[src/hw/rtl/tssg_pkg.sv]
// ----------------------------------------------------------------------------
// tssg_pkg
// Shared types, widths and helper functions of the triangle span generator.
// ----------------------------------------------------------------------------
package tssg_pkg;

   localparam int CRD_W   = 16;   // vertex coordinate width
   localparam int ROW_W   = 10;
   localparam int X_W     = 10;
   localparam int COLOR_W = 32;
   localparam int CSR_W   = 32;
   localparam int IDX_W   = 3;

   localparam int DEF_SCREEN_WIDTH  = 1024;
   localparam int DEF_SCREEN_HEIGHT = 1024;

   // register indexes
   localparam logic [IDX_W-1:0] CSR_V0_X  = 3'd0;
   localparam logic [IDX_W-1:0] CSR_V0_Y  = 3'd1;
   localparam logic [IDX_W-1:0] CSR_V1_X  = 3'd2;
   localparam logic [IDX_W-1:0] CSR_V1_Y  = 3'd3;
   localparam logic [IDX_W-1:0] CSR_V2_X  = 3'd4;
   localparam logic [IDX_W-1:0] CSR_V2_Y  = 3'd5;
   localparam logic [IDX_W-1:0] CSR_COLOR = 3'd6;

   // divider: quotient never exceeds the edge's x extent
   localparam int Q_W        = 16;
   localparam int MAG_W      = 2 * CRD_W;      // |dy_row| * |dx|
   localparam int REM_W      = MAG_W + 2;      // 2*mag + den
   localparam int DVS_W      = CRD_W + 1;      // 2*den
   localparam int BITS_STAGE = 2;
   localparam int DIV_STAGES = Q_W / BITS_STAGE;
   localparam int XS_W       = CRD_W + 2;      // interpolated x, signed

   typedef struct packed {
      logic signed [CRD_W-1:0] x;
      logic signed [CRD_W-1:0] y;
   } vtx_type;

   // edge setup values
   typedef struct packed {
      logic signed [CRD_W-1:0] ax;
      logic signed [CRD_W-1:0] bx;
      logic                    neg;
      logic                    flat;
      logic [CRD_W-1:0]        mag_dx;
      logic [CRD_W-1:0]        dyr;
      logic [CRD_W-1:0]        den;
   } edge_type;

   // one lane of the divider pipeline
   typedef struct packed {
      logic signed [CRD_W-1:0] ax;
      logic signed [CRD_W-1:0] bx;
      logic                    neg;
      logic                    flat;
      logic [REM_W-1:0]        rem;
      logic [DVS_W-1:0]        dvs;
      logic [Q_W-1:0]          quo;
   } lane_type;

   typedef struct packed {
      logic [ROW_W-1:0] row;
      logic             in_tri;
   } meta_type;

   function automatic edge_type make_edge(vtx_type a, vtx_type b, logic [ROW_W-1:0] r);
      edge_type          e;
      logic signed [CRD_W:0] dx;
      logic signed [CRD_W:0] dyr;
      logic signed [CRD_W:0] den;
      dx  = $signed({b.x[CRD_W-1], b.x}) - $signed({a.x[CRD_W-1], a.x});
      dyr = $signed({{(CRD_W+1-ROW_W){1'b0}}, r}) - $signed({a.y[CRD_W-1], a.y});
      den = $signed({b.y[CRD_W-1], b.y}) - $signed({a.y[CRD_W-1], a.y});
      e.ax     = a.x;
      e.bx     = b.x;
      e.neg    = dx[CRD_W];
      e.mag_dx = dx[CRD_W] ? CRD_W'(-dx) : dx[CRD_W-1:0];
      e.dyr    = dyr[CRD_W-1:0];
      e.den    = den[CRD_W-1:0];
      e.flat   = den[CRD_W] || (den == '0);
      return e;
   endfunction

   // one restoring step producing quotient bit i
   function automatic lane_type div_step(lane_type l, int i);
      lane_type         o;
      logic [REM_W-1:0] trial;
      o     = l;
      trial = REM_W'({l.dvs, {Q_W{1'b0}}} >> (Q_W - i));
      if (l.rem >= trial) begin
         o.rem    = l.rem - trial;
         o.quo[i] = 1'b1;
      end
      return o;
   endfunction

endpackage

[src/hw/rtl/tssg_div.sv]
// ----------------------------------------------------------------------------
// tssg_div
// Two-lane pipelined restoring divider, two quotient bits per stage.
// ----------------------------------------------------------------------------
module tssg_div (
   input  logic                  clock,
   input  logic                  reset,
   input  logic                  adv,
   input  logic                  in_valid,
   input  tssg_pkg::meta_type    in_meta,
   input  tssg_pkg::lane_type    in_long,
   input  tssg_pkg::lane_type    in_short,
   output logic                  out_valid,
   output tssg_pkg::meta_type    out_meta,
   output tssg_pkg::lane_type    out_long,
   output tssg_pkg::lane_type    out_short
);
   import tssg_pkg::*;

   logic     valid_ff [DIV_STAGES];
   meta_type meta_ff  [DIV_STAGES];
   lane_type long_ff  [DIV_STAGES];
   lane_type short_ff [DIV_STAGES];
   lane_type long_in  [DIV_STAGES];
   lane_type short_in [DIV_STAGES];

   always_comb begin
      for (int s = 0; s < DIV_STAGES; s++) begin
         long_in[s]  = (s == 0) ? in_long  : long_ff[(s == 0) ? 0 : s-1];
         short_in[s] = (s == 0) ? in_short : short_ff[(s == 0) ? 0 : s-1];
         for (int k = 0; k < BITS_STAGE; k++) begin
            long_in[s]  = div_step(long_in[s],  Q_W - 1 - s*BITS_STAGE - k);
            short_in[s] = div_step(short_in[s], Q_W - 1 - s*BITS_STAGE - k);
         end
      end
   end

   always_ff @(posedge clock) begin
      if (reset) begin
         for (int s = 0; s < DIV_STAGES; s++) valid_ff[s] <= 1'b0;
      end else if (adv) begin
         valid_ff[0] <= in_valid;
         for (int s = 1; s < DIV_STAGES; s++) valid_ff[s] <= valid_ff[s-1];
      end
   end

   always_ff @(posedge clock) begin
      if (adv) begin
         meta_ff[0] <= in_meta;
         for (int s = 1; s < DIV_STAGES; s++) meta_ff[s] <= meta_ff[s-1];
         for (int s = 0; s < DIV_STAGES; s++) begin
            long_ff[s]  <= long_in[s];
            short_ff[s] <= short_in[s];
         end
      end
   end

   assign out_valid = valid_ff[DIV_STAGES-1];
   assign out_meta  = meta_ff[DIV_STAGES-1];
   assign out_long  = long_ff[DIV_STAGES-1];
   assign out_short = short_ff[DIV_STAGES-1];

endmodule

[config.mk]
export PLATFORM = sky130hd
export DESIGN_NAME = tssg_div
export DESIGN_NICKNAME = d
export VERILOG_FILES = /design/src/hw/rtl/tssg_pkg.sv /design/src/hw/rtl/tssg_div.sv
export SDC_FILE = /design/constraint.sdc
export NUM_CORES = 2
export LEC_CHECK = 0
export ABC_CLOCK_PERIOD_IN_PS = 10300
export BUFFER_PORTS_ARGS = -buffer_cell sky130_fd_sc_hd__buf_2
export CAP_MARGIN = 40
export CORE_ASPECT_RATIO = 0.6
export CORE_UTILIZATION = 40
export DETAILED_ROUTE_END_ITERATION = 10
export SYNTH_ARGS = -nofsm -noshare
export SYNTH_HDL_FRONTEND = slang
export SYNTH_SLANG_ARGS = --single-unit
export TNS_END_PERCENT = 10
[constraint.sdc]
create_clock -name clock -period 10.3 [get_ports clock]
set_clock_uncertainty 0.1 [all_clocks]
set_input_delay 1.03 -clock clock [delete_from_list [all_inputs] [get_ports clock]]
set_output_delay 1.03 -clock clock [all_outputs]
set_load 0.01 [all_outputs]
* Word-level counts from Yosys, hierarchy flattened *
Memories as Yosys holds them, arrays and structs flattened.
Cells that the tools add are included.

storage, ports and cells
  memory bits (writable) = 1,712
  latch bits = 0
  memories kept = 4
  register bits = 0
  input port bits = 217
  logic and storage cells = 154
  ROM bits = 0

memory list
  name      depth  bits a word  rd ports  clocked after memory_dff  write ports  RTL line        source
  long_ff   8      101          8         0                         8            tssg_div.sv:22  lane_type long_ff [DIV_STAGES];
  short_ff  8      101          8         0                         8            tssg_div.sv:23  lane_type short_ff [DIV_STAGES];
  meta_ff   8      11           8         0                         8            tssg_div.sv:21  meta_type meta_ff [DIV_STAGES];
  valid_ff  8      1            8         0                         8            tssg_div.sv:20  logic valid_ff [DIV_STAGES];

cells by class
  bitwise logic cells = 8
  reductions and logical operators = 0
  equal/unequal tests = 0
  multiply operators = 0
  $lt $le $gt $ge = 32
  mux-type cells = 78
  div/mod/pow operators = 0
  shift-type cells = 0
  add/subtract/negate cells = 32

operator list
  operator                                          count
  34-bit 2-to-1 mux                                 32
  34-bit by 17-bit >= comparator with 1-bit output  2
  34-bit by 18-bit >= comparator with 1-bit output  2
  34-bit by 19-bit >= comparator with 1-bit output  2
  34-bit by 20-bit >= comparator with 1-bit output  2
  34-bit by 21-bit >= comparator with 1-bit output  2
  34-bit by 22-bit >= comparator with 1-bit output  2
  34-bit by 23-bit >= comparator with 1-bit output  2
  34-bit by 24-bit >= comparator with 1-bit output  2
  34-bit by 25-bit >= comparator with 1-bit output  2
  34-bit by 26-bit >= comparator with 1-bit output  2
  34-bit by 27-bit >= comparator with 1-bit output  2
  34-bit by 28-bit >= comparator with 1-bit output  2
  34-bit by 29-bit >= comparator with 1-bit output  2
  34-bit by 30-bit >= comparator with 1-bit output  2
  34-bit by 31-bit >= comparator with 1-bit output  2
  34-bit by 32-bit >= comparator with 1-bit output  2
  34-bit by 17-bit subtractor with 34-bit output    2
  34-bit by 18-bit subtractor with 34-bit output    2
  34-bit by 19-bit subtractor with 34-bit output    2
  34-bit by 20-bit subtractor with 34-bit output    2
  34-bit by 21-bit subtractor with 34-bit output    2
  34-bit by 22-bit subtractor with 34-bit output    2
  34-bit by 23-bit subtractor with 34-bit output    2
  11 further kinds                                  72

* Longest topological paths before layout *
  depth in word-level cells = 4
  depth in mapped cells = 30
  gate-level depth less buffers = 26

* Least setup slack after synthesis *
OpenSTA, ideal clock, no wires.

  kind = input port to flip-flop
  start point = input port in_long[17] in the netlist's numbering
  end point = memory long_ff[0][14] in the netlist's numbering (data pin)
  setup time = 0.262 ns
  data arrival time = 6.979 ns
  path buffers = 3
  setup slack = 2.959 ns
  stages on the path = 26
  cell sequence = inv_1 > ha_1 > nor2b_1 > o21ai_0 > a21boi_0 > o21ai_0 > a2111oi_0 > o31ai_1 > o21ai_1 > clkbuf_1 > mux2_2 > ha_1 > a21oi_1 > nor2_1 > nor2_1 > o21ai_0 > a21oi_1 > o21ai_0 > a21oi_1 > o21ai_0 > a2111oi_0 > nor3b_1 > or4_1 > buf_2 > buf_2 > or2_2

RTL lines
  element             RTL line        source
  start: declaration  tssg_div.sv:11  input tssg_pkg::lane_type in_long,
  end: declaration    tssg_div.sv:22

==> run_results.csv <==
group,metric,value,unit
final_layout,stdcell_count,11500,
place,dp_slack,2380,ps
power_and_ir_drop,pwr-share-seq,31.6,%
timing,min_period,7610,ps
synthesis,synth_cells,7951,
place,io_buffers,430,
synthesis,yosysWarnings,0,
setup_path,cp.arrival,8040,ps
clock_tree,cts_root_buffer,"clkbuf_16",
grt,grt_usage,18.1,%
detailed_routing,dr.first_iter.drc_count,5225,
synthesis,yosys-mux-area-fraction,2.79,%
die,fp.dieH,377,um
clock_tree,clk_latency,830,ps
synthesis,syn_area_per_cell,11.8,sq um
die,die-area,236000,sq um
clock_tree,hold_buffers,0,
synthesis,synth_xor_area_share,6.04,%
clock_tree,cts_tree,"yes",
final_layout,post-route-util,44.6,%
setup_path,reg2reg_depth,23,
die,die_w,626,um
synthesis,synthDistinctLibCells,118,
synthesis,synthTopCellsByArea,"edfxtp_1 55%, ha_1 7.3%, xnor2_1 4.3%",
power_and_ir_drop,ir_worst_vdd,0.000151,V
setup_path,path_class,"reg2reg",
detailed_routing,vias,61500,
timing,min_period_over_period,73.8,%
grt,grt_overflow,0,
power_and_ir_drop,p_leak,39.1,nW
clock_tree,cts_resized,0,
synthesis,syn_nets,8744,
grt,antenna_found_initial,5,
detailed_routing,wl_per_cell,19.2,um
grt,grt_max_degree,190,
synthesis,synthSimpleGateAreaFrac,11.6,%
setup_path,reg2reg_from,"long_ff[1][17]",
final_layout,syn_to_final_growth,10.7,%
synthesis,synth-seq-cells,1712,
timing,tns,0,ps
synthesis,async_flop_share,0,%
timing,fmax,0.131,GHz
synthesis,synth_edf_count,1712,
final_layout,drive_gt1_share,12.7,%
power_and_ir_drop,power.share.clock,19.0,%
timing,rsz0062_at_grt,"no",
setup_path,worst-path-max-fanout,30,
place,gp_congestion,0.892,
power_and_ir_drop,combPwrFrac,49.3,%
final_layout,fin_nets,9043,
synthesis,synth-compound-area-share,12.2,%
synthesis,synth_seq_area_share,54.9,%
power_and_ir_drop,intPower,20.1,mW
setup_path,worstPathRequired,10730,ps
timing,relSlewSlack,18.9,%
setup_path,crit_start,"long_ff[1][17]",
timing,maxSlewViolCount,0,
timing,worst_slew_pin_slew,1220,ps
place,dp_cells,11200,
power_and_ir_drop,p_switching,13.0,mW
die,rows,137,
detailed_routing,ant_nets,0,
min_path,hp-class,"in2reg",
clock_tree,clock-sinks,1712,
detailed_routing,dr.pass1.iters,5,
synthesis,syn_area,93600,sq um
setup_path,worst_setup_path_end_kind,"flop",
grt,grt_pass1_wl,338000,um
detailed_routing,wl,221000,um
clock_tree,clk_pin_slew_worst_paths,60,ps
synthesis,synth_fa_ha_area_share,7.96,%
clock_tree,cts_buffers,175,
synthesis,synth_top_family_by_area,"compound AO/OA/AOI/OAI gates",
timing,final.setup.worst_slack,2690,ps
place,dpl_cell_area,98000,sq um
die,coreArea,232000,sq um
power_and_ir_drop,power_density,319,nW/um^2
synthesis,synthFlopType,"edfxtp_1",
final_layout,stdcell_area,104000,sq um
detailed_routing,vias_per_cell,5.34,
clock_tree,h-tree-depth,4,
die,io_pins,431,
setup_path,startpoint_type,"flop",
setup_path,rrSetupSlack,2690,ps
die,start_util,40.3,%
place,dp.final_hpwl,170000,um
min_path,hold_depth,1,
power_and_ir_drop,netSwitchingFraction,39.2,%
synthesis,netlist.area_leader.share,54.9,%
grt,grt_pass1_vias,57800,
detailed_routing,drc,0,
timing,setup_violations,0,
synthesis,synth_top_area_cell,"edfxtp_1",
timing,hold_viol,0,
power_and_ir_drop,p_total,33.0,mW
setup_path,setup.worst_path.end,"long_ff[1][154]",
run,drv_cap,0,
run_status,outcome,"completed",
setup_path,r2r_end,"long_ff[1][154]",
timing,hold_slack,268,ps
clock_tree,cts_setup_buffers,0,
clock_tree,cts_buffer_depth,4,
-- worst max-delay path, stage by stage, from the launching register on --
cell      delay, ps
edfxtp_1        430
inv_1           210
ha_1            280
nor2b_1         150
o31a_1          270
o31a_1          310
o21ai_0         370
a21o_1          270
and2_0          590
mux2_2          440
ha_1            340
a21o_1          200
a21oi_1         230
o21bai_1        120
a2111o_1        450
a31oi_1         340
a21boi_0        270
a21oi_1         410
nand2_1          90
a41oi_1         300
nand4_1         430
buf_4           390
o21a_1          140
a32o_1          190
-- cells in the final DEF, fill, tap and decap left out, drive strengths merged, types with 33 or more instances in the layout --
cell and n:
edfxtp 1712, a21oi 587, ha 544, nand2 524, inv 507, nor2 491
buf 488, xnor2 461, o21ai 423, a21o 222, clkbuf 208, mux2 198
xor2 184, nor3 165, nand3 145, nand4 111, nand2b 100, nor2b 96
nor4 93, o21a 83, o21bai 68, or3 67, and3 63, clkinv 59
a211oi 52, and2 51, o31ai 49, or2 47, a31oi 40, o211ai 38
mux2i 38, or4 38, a21boi 33
-- worst min-delay path by stage --
stage                     start                to
6_report             in_meta[6]     meta_ff[0][6]
5_1_grt              in_meta[6]     meta_ff[0][6]
4_1_cts             in_long[13]    long_ff[0][13]
3_5_place_dp     long_ff[0][83]   long_ff[0][184]
3_3_place_gp   short_ff[0][193]  short_ff[0][294]
2_1_floorplan     long_ff[0][0]   long_ff[0][101]
-- per-layer routing --
metal / routed length, um / vias to the layer above / track usage [%]
met1: 118000 / 29500 / 29.6
met4: 4100 / 4 / 3.73
met2: 87300 / 1721 / 25.0
met3: 12000 / 265 / 2.56
met5: 26 / - / 0
li1: - / 30000 / -
-- logic make-up after synthesis --
logic type               after synthesis
AO/OA/AOI/OAI                       1809
multiplexers                         236
XOR/XNOR                             645
flip-flops                          1712
AND/OR/NAND/NOR                     2114
adder cells (fa/ha/maj)              576
buffers and inverters                859
-- power groups by stage --
| stage | clock network (mW) | logic, mW | registers (mW) |
|---|---|---|---|
| 2_1_floorplan | 0 | 12.5 | 10.1 |
| 3_3_place_gp | 0 | 15.7 | 10.6 |
| 3_5_place_dp | 0 | 16.0 | 10.6 |
| 4_1_cts | 6.50 | 16.1 | 10.4 |
| 5_1_grt | 6.74 | 18.0 | 10.6 |
| 6_report | 6.28 | 16.3 | 10.5 |
-- Yosys cell counts, drive strengths merged (38+ instances only) --
library cell     n
nor2           491
and2            51
nand4          111
nor3           165
nand2          524
xor2           184
nor4            93
o21a            83
or3             67
mux2           198
or4             38
buf            265
inv            492
o31ai           49
clkbuf         102
o211ai          38
and3            63
a31oi           40
nor2b           96
o21ai          423
a21oi          587
xnor2          461
mux2i           38
ha             544
nand2b         100
o21bai          68
a211oi          52
a21o           222
nand3          145
or2             47
edfxtp        1712
-- registers in the layout, summed over array words and instances (netlist names) --
name and cells:
long_ff 808, short_ff 808, meta_ff 88, valid_ff 8
-- cell type report --
| cell class | instances | area [sq um] |
|---|---|---|
| antenna | 1 | 2.50 |
| clock buffer | 208 | 4520 |
| clock inverter | 101 | 1030 |
| fill | 21300 | 129000 |
| inverter | 492 | 1850 |
| multi-input combinational | 5380 | 38100 |
| sequential | 1712 | 51400 |
| tap | 3127 | 3910 |
| timing repair buffer | 489 | 2780 |
(Power assumes the default switching activity.)
