--- src/hw/rtl/tssg_pkg.sv ---
// ----------------------------------------------------------------------------
// tssg_pkg
// Shared types, widths and helper functions of the triangle span generator.
// ----------------------------------------------------------------------------
package tssg_pkg;

   localparam int CRD_W   = 16;   // vertex coordinate width
   localparam int ROW_W   = 10;
   localparam int X_W     = 10;
   localparam int COLOR_W = 32;
   localparam int CSR_W   = 32;
   localparam int IDX_W   = 3;

   localparam int DEF_SCREEN_WIDTH  = 1024;
   localparam int DEF_SCREEN_HEIGHT = 1024;

   // register indexes
   localparam logic [IDX_W-1:0] CSR_V0_X  = 3'd0;
   localparam logic [IDX_W-1:0] CSR_V0_Y  = 3'd1;
   localparam logic [IDX_W-1:0] CSR_V1_X  = 3'd2;
   localparam logic [IDX_W-1:0] CSR_V1_Y  = 3'd3;
   localparam logic [IDX_W-1:0] CSR_V2_X  = 3'd4;
   localparam logic [IDX_W-1:0] CSR_V2_Y  = 3'd5;
   localparam logic [IDX_W-1:0] CSR_COLOR = 3'd6;

   // divider: quotient never exceeds the edge's x extent
   localparam int Q_W        = 16;
   localparam int MAG_W      = 2 * CRD_W;      // |dy_row| * |dx|
   localparam int REM_W      = MAG_W + 2;      // 2*mag + den
   localparam int DVS_W      = CRD_W + 1;      // 2*den
   localparam int BITS_STAGE = 2;
   localparam int DIV_STAGES = Q_W / BITS_STAGE;
   localparam int XS_W       = CRD_W + 2;      // interpolated x, signed

   typedef struct packed {
      logic signed [CRD_W-1:0] x;
      logic signed [CRD_W-1:0] y;
   } vtx_type;

   // edge setup values
   typedef struct packed {
      logic signed [CRD_W-1:0] ax;
      logic signed [CRD_W-1:0] bx;
      logic                    neg;
      logic                    flat;
      logic [CRD_W-1:0]        mag_dx;
      logic [CRD_W-1:0]        dyr;
      logic [CRD_W-1:0]        den;
   } edge_type;

   // one lane of the divider pipeline
   typedef struct packed {
      logic signed [CRD_W-1:0] ax;
      logic signed [CRD_W-1:0] bx;
      logic                    neg;
      logic                    flat;
      logic [REM_W-1:0]        rem;
      logic [DVS_W-1:0]        dvs;
      logic [Q_W-1:0]          quo;
   } lane_type;

   typedef struct packed {
      logic [ROW_W-1:0] row;
      logic             in_tri;
   } meta_type;

   function automatic edge_type make_edge(vtx_type a, vtx_type b, logic [ROW_W-1:0] r);
      edge_type          e;
      logic signed [CRD_W:0] dx;
      logic signed [CRD_W:0] dyr;
      logic signed [CRD_W:0] den;
      dx  = $signed({b.x[CRD_W-1], b.x}) - $signed({a.x[CRD_W-1], a.x});
      dyr = $signed({{(CRD_W+1-ROW_W){1'b0}}, r}) - $signed({a.y[CRD_W-1], a.y});
      den = $signed({b.y[CRD_W-1], b.y}) - $signed({a.y[CRD_W-1], a.y});
      e.ax     = a.x;
      e.bx     = b.x;
      e.neg    = dx[CRD_W];
      e.mag_dx = dx[CRD_W] ? CRD_W'(-dx) : dx[CRD_W-1:0];
      e.dyr    = dyr[CRD_W-1:0];
      e.den    = den[CRD_W-1:0];
      e.flat   = den[CRD_W] || (den == '0);
      return e;
   endfunction

   // one restoring step producing quotient bit i
   function automatic lane_type div_step(lane_type l, int i);
      lane_type         o;
      logic [REM_W-1:0] trial;
      o     = l;
      trial = REM_W'({l.dvs, {Q_W{1'b0}}} >> (Q_W - i));
      if (l.rem >= trial) begin
         o.rem    = l.rem - trial;
         o.quo[i] = 1'b1;
      end
      return o;
   endfunction

endpackage

--- src/hw/rtl/tssg_setup.sv ---
// ----------------------------------------------------------------------------
// tssg_setup
// Vertex sort, edge setup, multiply and dividend forming (three stages).
// ----------------------------------------------------------------------------
module tssg_setup #(
   parameter int SCREEN_HEIGHT = tssg_pkg::DEF_SCREEN_HEIGHT
) (
   input  logic                         clock,
   input  logic                         reset,
   input  logic                         adv,
   input  logic                         in_valid,
   input  logic [tssg_pkg::ROW_W-1:0]   row,
   input  tssg_pkg::vtx_type            v0,
   input  tssg_pkg::vtx_type            v1,
   input  tssg_pkg::vtx_type            v2,
   output logic                         out_valid,
   output tssg_pkg::meta_type           out_meta,
   output tssg_pkg::lane_type           out_long,
   output tssg_pkg::lane_type           out_short
);
   import tssg_pkg::*;

   typedef struct packed {
      logic signed [CRD_W-1:0] ax;
      logic signed [CRD_W-1:0] bx;
      logic                    neg;
      logic                    flat;
      logic [MAG_W-1:0]        mag;
      logic [CRD_W-1:0]        den;
   } prod_type;

   vtx_type  p0, p1, p2, t;
   logic     in_tri;
   logic     upper;

   logic     s1_valid_ff, s2_valid_ff, s3_valid_ff;
   meta_type s1_meta_ff, s2_meta_ff, s3_meta_ff;
   edge_type s1_long_ff, s1_short_ff;
   edge_type s1_long_in, s1_short_in;
   prod_type s2_long_ff, s2_short_ff;
   lane_type s3_long_ff, s3_short_ff;

   always_comb begin
      p0 = v0;
      p1 = v1;
      p2 = v2;
      t  = p0;
      if ($signed(p0.y) > $signed(p1.y)) begin
         t = p0; p0 = p1; p1 = t;
      end
      if ($signed(p1.y) > $signed(p2.y)) begin
         t = p1; p1 = p2; p2 = t;
      end
      if ($signed(p0.y) > $signed(p1.y)) begin
         t = p0; p0 = p1; p1 = t;
      end
      in_tri = (int'(row) < SCREEN_HEIGHT)
            && ($signed({1'b0, {(CRD_W-ROW_W){1'b0}}, row}) >= $signed({p0.y[CRD_W-1], p0.y}))
            && ($signed({1'b0, {(CRD_W-ROW_W){1'b0}}, row}) <= $signed({p2.y[CRD_W-1], p2.y}));
      upper  = $signed({1'b0, {(CRD_W-ROW_W){1'b0}}, row}) <= $signed({p1.y[CRD_W-1], p1.y});
      s1_long_in  = make_edge(p0, p2, row);
      s1_short_in = upper ? make_edge(p0, p1, row) : make_edge(p1, p2, row);
   end

   function automatic prod_type mul_edge(edge_type e);
      prod_type p;
      p.ax   = e.ax;
      p.bx   = e.bx;
      p.neg  = e.neg;
      p.flat = e.flat;
      p.mag  = e.dyr * e.mag_dx;
      p.den  = e.den;
      return p;
   endfunction

   function automatic lane_type form_div(prod_type p);
      lane_type l;
      l.ax   = p.ax;
      l.bx   = p.bx;
      l.neg  = p.neg;
      l.flat = p.flat;
      l.rem  = {1'b0, p.mag, 1'b0} + REM_W'(p.den);
      l.dvs  = {p.den, 1'b0};
      l.quo  = '0;
      return l;
   endfunction

   always_ff @(posedge clock) begin
      if (reset) begin
         s1_valid_ff <= 1'b0;
         s2_valid_ff <= 1'b0;
         s3_valid_ff <= 1'b0;
      end else if (adv) begin
         s1_valid_ff <= in_valid;
         s2_valid_ff <= s1_valid_ff;
         s3_valid_ff <= s2_valid_ff;
      end
   end

   always_ff @(posedge clock) begin
      if (adv) begin
         s1_meta_ff  <= '{row: row, in_tri: in_tri};
         s1_long_ff  <= s1_long_in;
         s1_short_ff <= s1_short_in;
         s2_meta_ff  <= s1_meta_ff;
         s2_long_ff  <= mul_edge(s1_long_ff);
         s2_short_ff <= mul_edge(s1_short_ff);
         s3_meta_ff  <= s2_meta_ff;
         s3_long_ff  <= form_div(s2_long_ff);
         s3_short_ff <= form_div(s2_short_ff);
      end
   end

   assign out_valid = s3_valid_ff;
   assign out_meta  = s3_meta_ff;
   assign out_long  = s3_long_ff;
   assign out_short = s3_short_ff;

endmodule

--- config.mk ---
export PLATFORM = sky130hd
export DESIGN_NAME = tssg_setup
export DESIGN_NICKNAME = d
export VERILOG_FILES = /design/src/hw/rtl/tssg_pkg.sv /design/src/hw/rtl/tssg_setup.sv
export SDC_FILE = /design/constraint.sdc
export NUM_CORES = 2
export LEC_CHECK = 0
export ABC_AREA = 0
export BUFFER_PORTS_ARGS = -buffer_cell sky130_fd_sc_hd__buf_4
export CAP_MARGIN = 10
export CORE_MARGIN = 4
export CORE_UTILIZATION = 25
export CTS_CLUSTER_DIAMETER = 40
export DETAILED_ROUTE_END_ITERATION = 10
export PLACE_DENSITY = 0.52
export SETUP_SLACK_MARGIN = 0.15
export SLEW_MARGIN = 20
export SYNTH_ARGS = -nofsm -noshare
export SYNTH_HDL_FRONTEND = slang
export SYNTH_SLANG_ARGS = --single-unit
--- constraint.sdc ---
create_clock -name clock -period 21.8 [get_ports clock]
set_input_delay 6.54 -clock clock [delete_from_list [all_inputs] [get_ports clock]]
set_output_delay 6.54 -clock clock [all_outputs]
set_load 0.01 [all_outputs]
Word-level counts from Yosys, hierarchy flattened
Index checks and enable logic that the tools add are counted.
W data, S select, Z words.
{"block": "word_totals", "elab_cells": 85, "register_bits": 532, "input_bits": 110}
{"block": "op_classes", "multipliers": 2, "n_reduce_logical": 7, "muxes": 10, "n_lt_le_gt_ge": 6, "add_sub_neg": 13}
{"operator": "$mux W32", "n": 6}
{"operator": "$sub A16 B16 Y17", "n": 6}
{"operator": "$mux W82", "n": 1}
{"operator": "$add A33 B16 Y34", "n": 2}
{"operator": "$mul A16 B16 Y32", "n": 2}
{"operator": "$logic_not A17 Y1", "n": 3}
{"operator": "$gt A16 B16 Y1", "n": 3}
{"operator": "$mux W16", "n": 3}
{"operator": "$neg A16 Y16", "n": 3}
{"operator": "$le A11 B16 Y1", "n": 2}
{"operator": "$sub A11 B16 Y16", "n": 2}
{"operator": "$ge A11 B16 Y1", "n": 1}
{"operator": "$logic_or A1 B1 Y1", "n": 3}
{"operator": "$logic_and A1 B1 Y1", "n": 1}

Depth between registers and ports, before layout
{"block": "depth", "depth_word": 10, "mapped_depth": 69, "depth_no_buf": 47}

Least setup slack after synthesis
No wires, ideal clock.
{"block": "synth_path", "path_type": "input to register", "startpoint": "input port v1[3] (netlist name)", "endpoint": "register s1_short_ff[10] (netlist name) (data pin)", "stages": 63, "setup_slack_ns": 1.654, "setup_ns": 0.260, "required_ns": 21.540, "arrival_ns": 19.886, "path_buffers": 25, "path_cell_list": "clkbuf_1 inv_1 ha_1 a21oi_1 a21boi_4 or4_1 buf_4 nand2_2 buf_6 buf_4 clkbuf_1 clkbuf_1 buf_1 a21oi_1 inv_1 ha_1 nand4_1 or4_1 (+27 left out) clkbuf_1 nand2_1 o21ai_0 ha_1 inv_1 ha_1 inv_1 a31oi_1 o21bai_1 maj3_2 maj3_1 maj3_2 a221o_1 a21o_1 o311a_1 nor2b_1 buf_2 mux2_2"}
{"item": "start: declaration", "line_no": "tssg_setup.sv:14", "rtl": "input tssg_pkg::vtx_type v1,"}
{"item": "end signal: assignment", "line_no": "tssg_setup.sv:104", "rtl": "s1_short_ff <= s1_short_in;"}
{"item": "end: declaration", "line_no": "tssg_setup.sv:38", "rtl": "edge_type s1_long_ff, s1_short_ff;"}

==> impl_metrics.py <==
metrics = {
    "run_status": {
        "status": "finished clean",
    },
    "cts": {
        "cts_buffer_depth": 3,
        "post_cts_resized": 0,
        "post_cts_buffers": 0,
        "cts_inserted_buffers": 107,
        "path_clk_slew_ps": 60,
        "worst_skew_pair.late_latency_ps": 750,
        "cts.sink_count": 530,
        "cts_max_level": 3,
        "ctsRootBufferMaster": "clkbuf_16",
        "cts-hold-fix-buffers": 0,
        "clock_tree_from_tritoncts": "done",
    },
    "yosys": {
        "synthCells": 4619,
        "netlist_area_um2": 46110,
        "ys_async_sr_fraction": 0,
        "synth.area.top_cells": "edfxtp_1, fa_1, ha_1",
        "post_synthesis_mean_instance_area_um2": 9.983,
        "yosys_warnings": 0,
        "synth_cell_types": 106,
        "yosys.area.top_type": "edfxtp_1",
        "yosysTopAreaCellShare": 0.3432,
        "postSynthRegisterBits": 530,
        "synth-edff-count": 527,
        "ys_flop_type": "edfxtp_1",
        "synth_seq_area_share": 0.3445,
    },
    "critical_path": {
        "crit_path_max_fanout": 47,
        "worst_path_most_repeated_cell": "ha_1",
        "setup.worst_path.end_class": "flop",
        "worstReg2RegEnd": "s2_short_ff[47]$_DFFE_PP_",
        "worst-r2r-setup-slack_ps": 13400,
        "worst_ep_arrival_time_ps": 20550,
        "critical_path_start_end_classification": "in2reg",
        "slowest_stage": "or2_1",
        "worstReg2RegStart": "s1_short_ff[22]$_DFFE_PP_",
        "worst_setup_path_start_kind": "primary input",
        "worst_ep_required_time_ps": 22240,
        "reg2reg_depth": 28,
        "critPathMaxStageDelay_ps": 930,
    },
    "timing": {
        "rsz0062_at_grt": "no",
        "finClkSkew_ps": 53.22,
        "timing.setup.tns_ps": 0,
        "timing_max_transition_violations_final": 0,
        "timing_hold_violations_final": 0,
        "fin_crit_share": 0.9224,
        "final.min_clock_period_ps": 20110,
        "finalSetupViolCount": 0,
        "worst_slew_pin_slew_ps": 1220,
        "worst_slew_margin": 0.1869,
        "timing.fmax_mhz": 49.73,
    },
    "floorplanning": {
        "die_height_um": 437.5,
        "floorplan.initialDensity": 0.2516,
        "die-width_um": 437.5,
        "ioPinCount": 324,
        "die_area_um2": 191400,
        "num_rows": 157,
        "core_um2": 183300,
    },
    "grt": {
        "antenna_violations_before_repair": 45,
        "grt_overflow": 0,
        "grt_start_max_net_pins": 158,
        "grt_first_pass_wirelength_um": 225000,
        "first_global_vias": 35110,
        "global_route.usage.total": 0.1559,
    },
    "min_path": {
        "worst_hold_path.num_cells": 0,
        "worst_hold_path.endpoint": "s2_short_ff[76]$_DFFE_PP_",
        "hold_class": "reg2reg",
        "worst_hold_startpoint": "s1_short_ff[76]$_DFFE_PP_",
    },
    "drt": {
        "post_drt_via_cell_ratio": 4.584,
        "dr.first_iter.drc_count": 2165,
        "routed_wire_length_per_instance_um": 20.20,
        "first_pass_iters": 6,
        "detail_route.drc_violations": 0,
        "dr_total_vias": 34220,
        "finalWirelength_um": 150700,
        "antenna_left": 0,
    },
    "placement": {
        "globalplace.congestion": 0.8992,
        "place.port_buffers": 289,
        "place.detailed.hpwl_um": 119900,
    },
    "cells_and_area": {
        "synthToLayoutAreaGrowth_pct": 18.52,
        "drive_gt1_frac": 0.1153,
        "layout.nets": 5763,
    },
    "flow_run": {
        "number_of_maximum_capacitance_constraint_violations": 0,
    },
}
through the flow:
step	setup slack [ps]	util	hold slack (ps)	instances	area [µm²]
5_1_grt	784.3	0.2981	376.6	7460	54640
2_1_floorplan	1654	-	400.3	4652	46240
4_1_cts	1907	0.2980	379.7	7451	54620
6_report	1692	0.2982	383.7	7464	54650
3_5_place_dp	1168	0.2779	404.5	7249	50930
3_3_place_gp	1391	0.2779	401.4	7249	50930
layout make-up:
class                   count  area [µm²]
clock buffers             111        2693
flip-flops and latches    530       15890
fillers                 19070      128600
well taps                2464        3083
inverters                 659        2474
clock inverters            91       998.5
multi-input cells        3269       27000
diodes                     13       32.53
repair buffers            327        2487
flip-flops by register name (all words and copies together) (netlist names):
| signal | count |
|---|---|
| out_long | 83 |
| out_short | 83 |
| s1_long_ff | 82 |
| s1_short_ff | 82 |
| s2_long_ff | 82 |
| s2_short_ff | 82 |
| out_meta | 11 |
| s1_meta_ff | 11 |
| s2_meta_ff | 11 |
| out_valid | 1 |
| s1_valid_ff | 1 |
| s2_valid_ff | 1 |
cells in the mapped netlist, drive strengths merged (7+ instances only):
library cell / count
o211ai: 8
o41ai: 11
o21ai: 218
a21oi: 208
edfxtp: 527
o22ai: 11
nand4: 27
nand2: 581
nand3b: 7
a211oi: 20
o31ai: 18
nor4: 19
inv: 658
or3: 29
or2: 9
or4: 15
a221oi: 7
clkbuf: 118
o21a: 23
buf: 76
nand2b: 27
xnor2: 194
nor3b: 7
and2: 192
o21bai: 33
o221ai: 18
mux2: 9
a21o: 49
mux2i: 30
o31a: 9
maj3: 13
nor3: 41
a31oi: 35
nor2: 287
a21boi: 20
ha: 366
nand3: 65
nor2b: 37
o22a: 17
xor2: 77
fa: 393
and3: 29
layout by cell type (no fill, tap or decap), types with 34 or more instances in the layout:
cell type / netlist / final
clkbuf_16: 0 / 107
nor2b_1: 37 / 36
o21ai_0: 200 / 200
xnor2_1: 194 / 194
xor2_1: 77 / 77
a31oi_1: 34 / 34
a21o_1: 49 / 49
a21oi_1: 207 / 207
ha_1: 366 / 366
conb_1: 1 / 34
inv_1: 657 / 657
nand2_1: 578 / 578
fa_1: 393 / 393
edfxtp_1: 527 / 527
and2_1: 190 / 190
buf_4: 39 / 324
nand3_1: 64 / 64
nor3_1: 41 / 41
nor2_1: 284 / 281
worst max-delay path, delay by kind of cell:
family	cells	cell delay, ps
adder cells (fa/ha/maj)	5	1640
buffers and inverters	7	1270
AO/OA/AOI/OAI	18	4870
AND/OR/NAND/NOR	14	5660
XOR/XNOR	1	180
multiplexers	1	290
cell families (layout without fill, tap and decap cells):
| group | count (synthesis) | in the layout | synth area share |
|---|---|---|---|
| simple gates | 1385 | 1385 | 0.1409 |
| buf+inv | 853 | 1188 | 0.07340 |
| fa+ha+maj | 772 | 772 | 0.2728 |
| compound gates | 767 | 767 | 0.1076 |
| flops | 530 | 530 | 0.3445 |
| xor+xnor | 272 | 272 | 0.05196 |
| mux | 39 | 39 | 0.008791 |
| other cells | 1 | 47 | 0.00008132 |
worst max-delay path by stage:
| stage | from | endpoint | slack, ps | cells past startpoint |
|---|---|---|---|---|
| CTS | v1[15] | s1_short_ff[36]$_DFFE_PP_ | 1910 | 46 |
| finish | v1[15] | s1_short_ff[36]$_DFFE_PP_ | 1690 | 46 |
| global placement | v1[15] | s1_short_ff[36]$_DFFE_PP_ | 1390 | 46 |
| detailed placement | v1[15] | s1_short_ff[36]$_DFFE_PP_ | 1170 | 46 |
| floorplan | v1[3] | s1_short_ff[10]$_DFFE_PP_ | 1650 | 63 |
| global route | v1[15] | s1_short_ff[36]$_DFFE_PP_ | 780 | 46 |
routing by layer:
| layer | GRT usage | share of wire |
|---|---|---|
| met1 | 0.1770 | 0.39 |
| met2 | 0.2889 | 0.53 |
| met3 | 0.02469 | 0.045 |
| met4 | 0.06400 | 0.039 |
| met5 | 0 | 0.00045 |
Power is not shown: default switching activity piles up to over one toggle a cycle in this logic, so the estimate is an artifact.
